===== config.mk =====
export PLATFORM = sky130hd
export DESIGN_NAME = lli_div_cell
export DESIGN_NICKNAME = d
export VERILOG_FILES = /design/src/rtl/lli_pkg.sv /design/src/rtl/lli_div_cell.sv
export SDC_FILE = /design/constraint.sdc
export NUM_CORES = 1
export LEC_CHECK = 0
export BUFFER_PORTS_ARGS = -buffer_cell sky130_fd_sc_hd__buf_2
export CAP_MARGIN = 20
export CORE_MARGIN = 1.5
export CORE_UTILIZATION = 35
export DETAILED_ROUTE_END_ITERATION = 8
export PLACE_DENSITY = 0.69
export SETUP_SLACK_MARGIN = 0.3
export SYNTH_ARGS = -nofsm -noshare
export SYNTH_HDL_FRONTEND = slang
export SYNTH_SLANG_ARGS = --single-unit

===== constraint.sdc =====
create_clock -name clk -period 6.5 [get_ports clk]
set_input_delay 0.325 -clock clk [delete_from_list [all_inputs] [get_ports clk]]
set_output_delay 0.325 -clock clk [all_outputs]
set_load 0.005 [all_outputs]

===== src/rtl/lli_pkg.sv =====
// Shared types and codes for the line-line intersection unit.
// No dependencies; every other file of the unit imports this package.
package lli_pkg;

    // Result status codes carried on the result channel's tuser.
    localparam logic [1:0] ST_OK   = 2'd0;
    localparam logic [1:0] ST_NONE = 2'd1;
    localparam logic [1:0] ST_SAT  = 2'd2;

    localparam int OUT_WIDTH = 32;

    // Sign and special-case flags that travel beside the magnitudes.
    typedef struct packed {
        logic neg_x;
        logic neg_y;
        logic zero;
    } lli_tag_t;

endpackage


===== src/rtl/lli_div_cell.sv =====
// One cell of the divider chain: a restoring step for x and y each,
// producing one quotient bit per coordinate. Depends on lli_pkg.
module lli_div_cell #(
    parameter int DENW = 35,
    parameter int NUMW = 51
) (
    input  logic              clk,
    input  logic              rst_n,
    input  logic              in_valid,
    output logic              in_ready,
    input  logic [DENW-1:0]   in_den,
    input  logic [DENW-1:0]   in_rem_x,
    input  logic [DENW-1:0]   in_rem_y,
    input  logic [NUMW-1:0]   in_dq_x,
    input  logic [NUMW-1:0]   in_dq_y,
    input  lli_pkg::lli_tag_t in_tag,
    output logic              out_valid,
    input  logic              out_ready,
    output logic [DENW-1:0]   out_den,
    output logic [DENW-1:0]   out_rem_x,
    output logic [DENW-1:0]   out_rem_y,
    output logic [NUMW-1:0]   out_dq_x,
    output logic [NUMW-1:0]   out_dq_y,
    output lli_pkg::lli_tag_t out_tag
);
    import lli_pkg::*;

    logic            valid_reg;
    logic [DENW:0]   tx, ty;
    logic            ge_x, ge_y;
    logic [DENW-1:0] rem_x_next, rem_y_next;
    logic [DENW-1:0] den_reg, rem_x_reg, rem_y_reg;
    logic [NUMW-1:0] dq_x_reg, dq_y_reg;
    lli_tag_t        tag_reg;

    // The dividend shifts out at the top while quotient bits shift in below.
    always_comb
    begin
        tx   = {in_rem_x, in_dq_x[NUMW-1]};
        ty   = {in_rem_y, in_dq_y[NUMW-1]};
        ge_x = (tx >= {1'b0, in_den});
        ge_y = (ty >= {1'b0, in_den});
        rem_x_next = ge_x ? DENW'(tx - {1'b0, in_den}) : tx[DENW-1:0];
        rem_y_next = ge_y ? DENW'(ty - {1'b0, in_den}) : ty[DENW-1:0];
    end

    assign in_ready = !valid_reg || out_ready;

    always_ff @(posedge clk or negedge rst_n)
    begin
        if (!rst_n)
        begin
            valid_reg <= 1'b0;
        end
        else if (in_ready)
        begin
            valid_reg <= in_valid;
        end
    end

    always_ff @(posedge clk)
    begin
        if (in_ready)
        begin
            den_reg   <= in_den;
            rem_x_reg <= rem_x_next;
            rem_y_reg <= rem_y_next;
            dq_x_reg  <= {in_dq_x[NUMW-2:0], ge_x};
            dq_y_reg  <= {in_dq_y[NUMW-2:0], ge_y};
            tag_reg   <= in_tag;
        end
    end

    assign out_valid = valid_reg;
    assign out_den   = den_reg;
    assign out_rem_x = rem_x_reg;
    assign out_rem_y = rem_y_reg;
    assign out_dq_x  = dq_x_reg;
    assign out_dq_y  = dq_y_reg;
    assign out_tag   = tag_reg;

endmodule


## After elaboration in Yosys (flattened, before gate mapping)

Index checks and enable logic that the tools add are counted.
Widths: inputs -> output; s select.

| storage, ports and cells | value |
|---|---|
| bits in latches | 0 |
| bits in writable memories | 0 |
| input port bits | 214 |
| memory bits (read-only) | 0 |
| memories | 0 |
| flip-flop bits (word level) | 211 |
| word-level logic and storage cells | 17 |

| cells by class | value |
|---|---|
| shift-type cells | 0 |
| reductions and logical operators | 2 |
| bitwise operators | 0 |
| $mul | 0 |
| add/sub/neg operators | 2 |
| magnitude comparators | 2 |
| equal/unequal tests | 0 |
| mux-type cells | 2 |
| div/mod/pow operators | 0 |

Operators with widths:

| operator | number |
|---|---|
| $ge 36x35->1 | 2 |
| $mux 35 | 2 |
| $sub 35x35->35 | 2 |
| $logic_not 1->1 | 1 |
| $logic_or 1x1->1 | 1 |

## Longest topological paths before layout

| logic depth | value |
|---|---|
| depth after elaboration | 2 |
| depth in mapped cells | 13 |
| mapped depth without buffers | 12 |

## Least setup slack after synthesis

No wires, ideal clock.

| timing | value |
|---|---|
| path kind | in2reg |
| start point | input out_ready |
| end point | register den_reg[0] (netlist: out_den[0]), enable pin |
| arrival time | 5413 ps |
| slack | 475 ps |
| buffers on the path | 0 |
| stages | 1 |
| library setup time | 611 ps |
| cells stage by stage | nand2b_1 |

| on the way | value |
|---|---|
| word-level cells in the longest chain between the ends | 1 |

RTL lines:

| element | line | source |
|---|---|---|
| from (decl) | lli_div_cell.sv:18 | `input logic out_ready,` |
| $logic_or 1x1->1 | lli_div_cell.sv:47 | `assign in_ready = !valid_reg \|\| out_ready;` |
| to (signal assigned) | lli_div_cell.sv:65 | `den_reg <= in_den;` |
| to (decl) | lli_div_cell.sv:32 | `logic [DENW-1:0] den_reg, rem_x_reg, rem_y_reg;` |

No other way between the ends.
A chain may end at the register's enable or synchronous reset.

## Worst setup path after layout

| timing | value |
|---|---|
| start point | input in_den[5] |
| end point | register rem_y_reg[5] (netlist: out_rem_y[5]) (data pin) |

| on the way | value |
|---|---|
| word-level cells in the longest chain between the ends | 2 |

RTL lines:

| element | line | source |
|---|---|---|
| from (decl) | lli_div_cell.sv:11 | `input logic [DENW-1:0] in_den,` |
| $sub 35x35->35 or $ge 36x35->1 (tied branches) | lli_div_cell.sv:44, lli_div_cell.sv:42 |  |
| $mux 35 (*) | lli_div_cell.sv:44 | `rem_y_next = ge_y ? DENW'(ty - {1'b0, in_den}) : ty[DENW-1:0];` |
| net rem_y_next[5] | lli_div_cell.sv:31 | `logic [DENW-1:0] rem_x_next, rem_y_next;` |
| to (signal assigned) | lli_div_cell.sv:67 | `rem_y_reg <= rem_y_next;` |
| to (decl) | lli_div_cell.sv:32 |  |

Mark *: on every way through the listed nets, which the timed path passes. The rest lies on a longest branch.

==> metrics.md <==
| Metric | Value |
|---|---|
| Outcome | `finished, final reports clean` |
| Max_slew headroom | `30.7%` |
| Total power | `4.13 mW` |
| Final weighted congestion in routability-driven placement | `0.912` |
| RSZ-0062 raised after global routing | `false` |
| Clock transition at path regs | `0.06 ns` |
| Die area | `32800 um^2` |
| Top cell type's share of synthesized area | `56.8%` |
| Sequential Power Share | `41.6%` |
| Final net count | `1809` |
| Antenna violations before repair | `4` |
| RR Endpoint | `out_rem_y[18]` |
| Vias | `9928` |
| Slowest-stage cell, CP | `a2111oi_4` |
| Top post-synthesis cells by area | `edfxtp_1 57%, ha_1 7.9%, a21oi_1 3.9%` |
| Net Switching | `1.13 mW` |
| Leading cell type in the layout, fill and taps excluded | `buf_2` |
| Kind of critical path | `in2reg` |
| First-pass GRT wire length | `58100 um` |
| Largest net degree at the start of global routing | `118` |
| Dpl cell area | `13700 um^2` |
| Mapped Cells | `963` |
| Die W | `181 um` |
| Mapped Area | `11100 um^2` |
| Worst EP arrival | `4.33 ns` |
| Worst reg2reg path depth | `2` |
| Core Rows | `65` |
| Clock buffer depth | `3` |
| CP bufs+invs | `4` |
| Ys async rst share | `0.474%` |
| Post-Layout Cell Count | `1946` |
| DRC | `0` |
| Post-synth EDFFs | `210` |
| VDD IR max | `0.149 mV` |
| Post-CTS setup buffers | `0` |
| Root buffer cell | `clkbuf_16` |
| Total global routing overflow | `0` |
| Max_cap viols | `0` |
| Sw Ratio | `27.4%` |
| Hold buffers post-CTS | `134` |
| Drt via density | `5.10` |
| Hold_sp | `in_den[14]` |
| Clock Sink Count | `211` |
| Routed Antenna Nets | `0` |
| Layout area overhead | `43.4%` |
| Hold depth | `1` |
| Vias in the first global route | `9900` |
| Share of layout cells above drive strength 1 | `31.6%` |
| Pre-Repair DR Iteration Count | `5` |
| Most frequent cells in the layout | `425 x buf_2, 210 x edfxtp_1, 135 x dlygate4sd3_1, 93 x nand2_1, 87 x a21oi_1` |
| Period utilisation layout | `62.4%` |
| Clk_skew | `0.0136 ns` |
| Sequential area share after synthesis | `57.0%` |
| Finish-stage setup viols | `0` |
| Final Max Tran Viols | `0` |
| Critical path's top delay family | `compound AO/OA/AOI/OAI gates` |
| Yosys reg bits | `211` |
| Hold Crit Class | `in2reg` |
| Setup TNS | `0 ns` |
| TritonCTS buffer count | `26` |
| Pwr dens | `260 nW/um^2` |
| Place WS | `2.49 ns` |
| Max Freq | `246 MHz` |
| Design area | `15900 um^2` |
| Die span in y | `181 um` |
| Initial Utilization | `35.4%` |
| CP Launch Type | `primary input` |
| Clk Latency, worst-skew pair | `0.53 ns` |
| Port buffer count | `425` |
| Post-Syn Nets | `1249` |
| Yosys cell types | `61` |
| Routed WL | `39200 um` |
| Hpwl dp | `29300 um` |
| Synthesis Warnings | `0` |
| Setup slack, reg-to-reg | `4.52 ns` |
| Hold path endpoint | `out_den[14]` |
| I/O pin total | `426` |
| Syn Area/Cell | `11.5 um^2` |
| Crit-path max FO | `50` |
| Crit end category | `flip-flop` |
| Minimum clock period | `4.06 ns` |
| Critical Path, Cell by Cell | `dlygate4sd3_1 -> buf_2 -> inv_1 -> ha_1 -> a211oi_1 -> nor2_1 -> o31ai_1 -> a21oi_1 -> a21bo_2 -> a2111oi_4 -> buf_12 -> mux2_1` |
| Total GRT Usage | `23.1%` |
| Inst Count DP | `1762` |
| Largest stage delay, worst path | `0.95 ns` |
| Ys flop type | `edfxtp_1` |
| Clock power frac | `36.8%` |
| Pleak | `7.00 nW` |
| Final worst slack | `2.44 ns` |
| Post-CTS sizing | `0` |
| Worst r2r src | `out_valid` |
| Stages on the worst setup path | `12` |
| CTS tree | `built` |
| Final Hold Violating Endpoints | `0` |
| Combinational power share | `21.6%` |
| Initial DRC count | `611` |
| CTS H-Tree Depth | `1` |
| Core box area | `31400 um^2` |
| WL/cell | `20.1 um` |
| Actual slew at the worst max-slew pin | `1.04 ns` |
| Synth area leader | `edfxtp_1` |
| WP data required | `6.77 ns` |
| P_int | `3.00 mW` |
## cell usage after synthesis, types with 17 or more instances
| master | n |
|---|---|
| a21o_1 | 30 |
| a21oi_1 | 87 |
| clkbuf_1 | 23 |
| edfxtp_1 | 210 |
| ha_1 | 70 |
| inv_1 | 57 |
| nand2_1 | 93 |
| nor2_1 | 52 |
| nor3_1 | 17 |
| o21ai_0 | 76 |
| xnor2_1 | 29 |
| xor2_1 | 28 |
## per-stage QoR
step | hold WS [ns] | utilization, %
after detailed placement | 0.102 | 43.5
after CTS | 0.00133 | 50.7
after floorplan | 0.0294 | -
after global placement | 0.0997 | 43.5
final | 0.0289 | 50.7
after global routing | 0.00286 | 50.7
## layout make-up
type	count	area (um^2)
Clock buffer	28	679
Clock inverter	19	225
Fill cell	2784	15500
Multi-Input combinational cell	662	4430
Antenna cell	2	5.00
Inverter	58	218
Timing Repair Buffer	564	3530
Sequential cell	211	6330
Tap cell	402	503
## logic make-up (layout without fill, tap and decap cells)
kind of cell	Yosys count	count (layout)	synth area share, %
XOR/XNOR	57	57	4.50
AO/OA/AOI/OAI	293	293	16.9
AND/OR/NAND/NOR	239	239	10.1
flip-flops	211	211	57.0
other	0	2	0
multiplexers	1	1	0.101
adder cells (fa/ha/maj)	72	72	8.25
buffers and inverters	90	669	3.19
## how the worst max path moves through the flow
stage               from           end  slack [ns]
3_5_place_dp   in_den[5]  out_rem_y[5]        2.49
6_report       in_den[5]  out_rem_y[5]        2.44
5_1_grt        in_den[5]  out_rem_y[5]        2.25
2_1_floorplan  out_ready    out_den[0]        0.48
3_3_place_gp   in_den[5]  out_rem_y[5]        2.53
4_1_cts        in_den[5]  out_rem_y[5]        2.51
## worst register-to-register path, stage by stage, from the launching register on
cell	delay [ns]
dfrtp_1	0.41
nand2b_4	0.51
buf_12	0.59
## registers in the layout (all words and copies together), names as in the netlist
name       flops
out_den       35
out_rem_y     35
out_valid      1
out_rem_x     35
out_dq_x      51
out_dq_y      51
out_tag        3
## routing by layer
layer	global-route usage [%]	vias to the layer above	share of wire (%)	wire [um]
met2	42.4	385	51	19900
met5	0	-	0.066	26
met4	8.87	4	4.1	1590
li1	-	4737	-	-
met3	4.37	84	6.2	2440
met1	26.3	4718	39	15300
## power groups by stage
stage                     clock network [mW]  registers, mW  logic [mW]
after floorplan                            0           1.78       0.425
after global placement                     0           1.75       0.814
after detailed placement                   0           1.75       0.818
after CTS                               1.55           1.72       0.889
after global routing                    1.61           1.73       0.974
final                                   1.52           1.72       0.893
No activity file was read; power rests on OpenSTA's default activity.
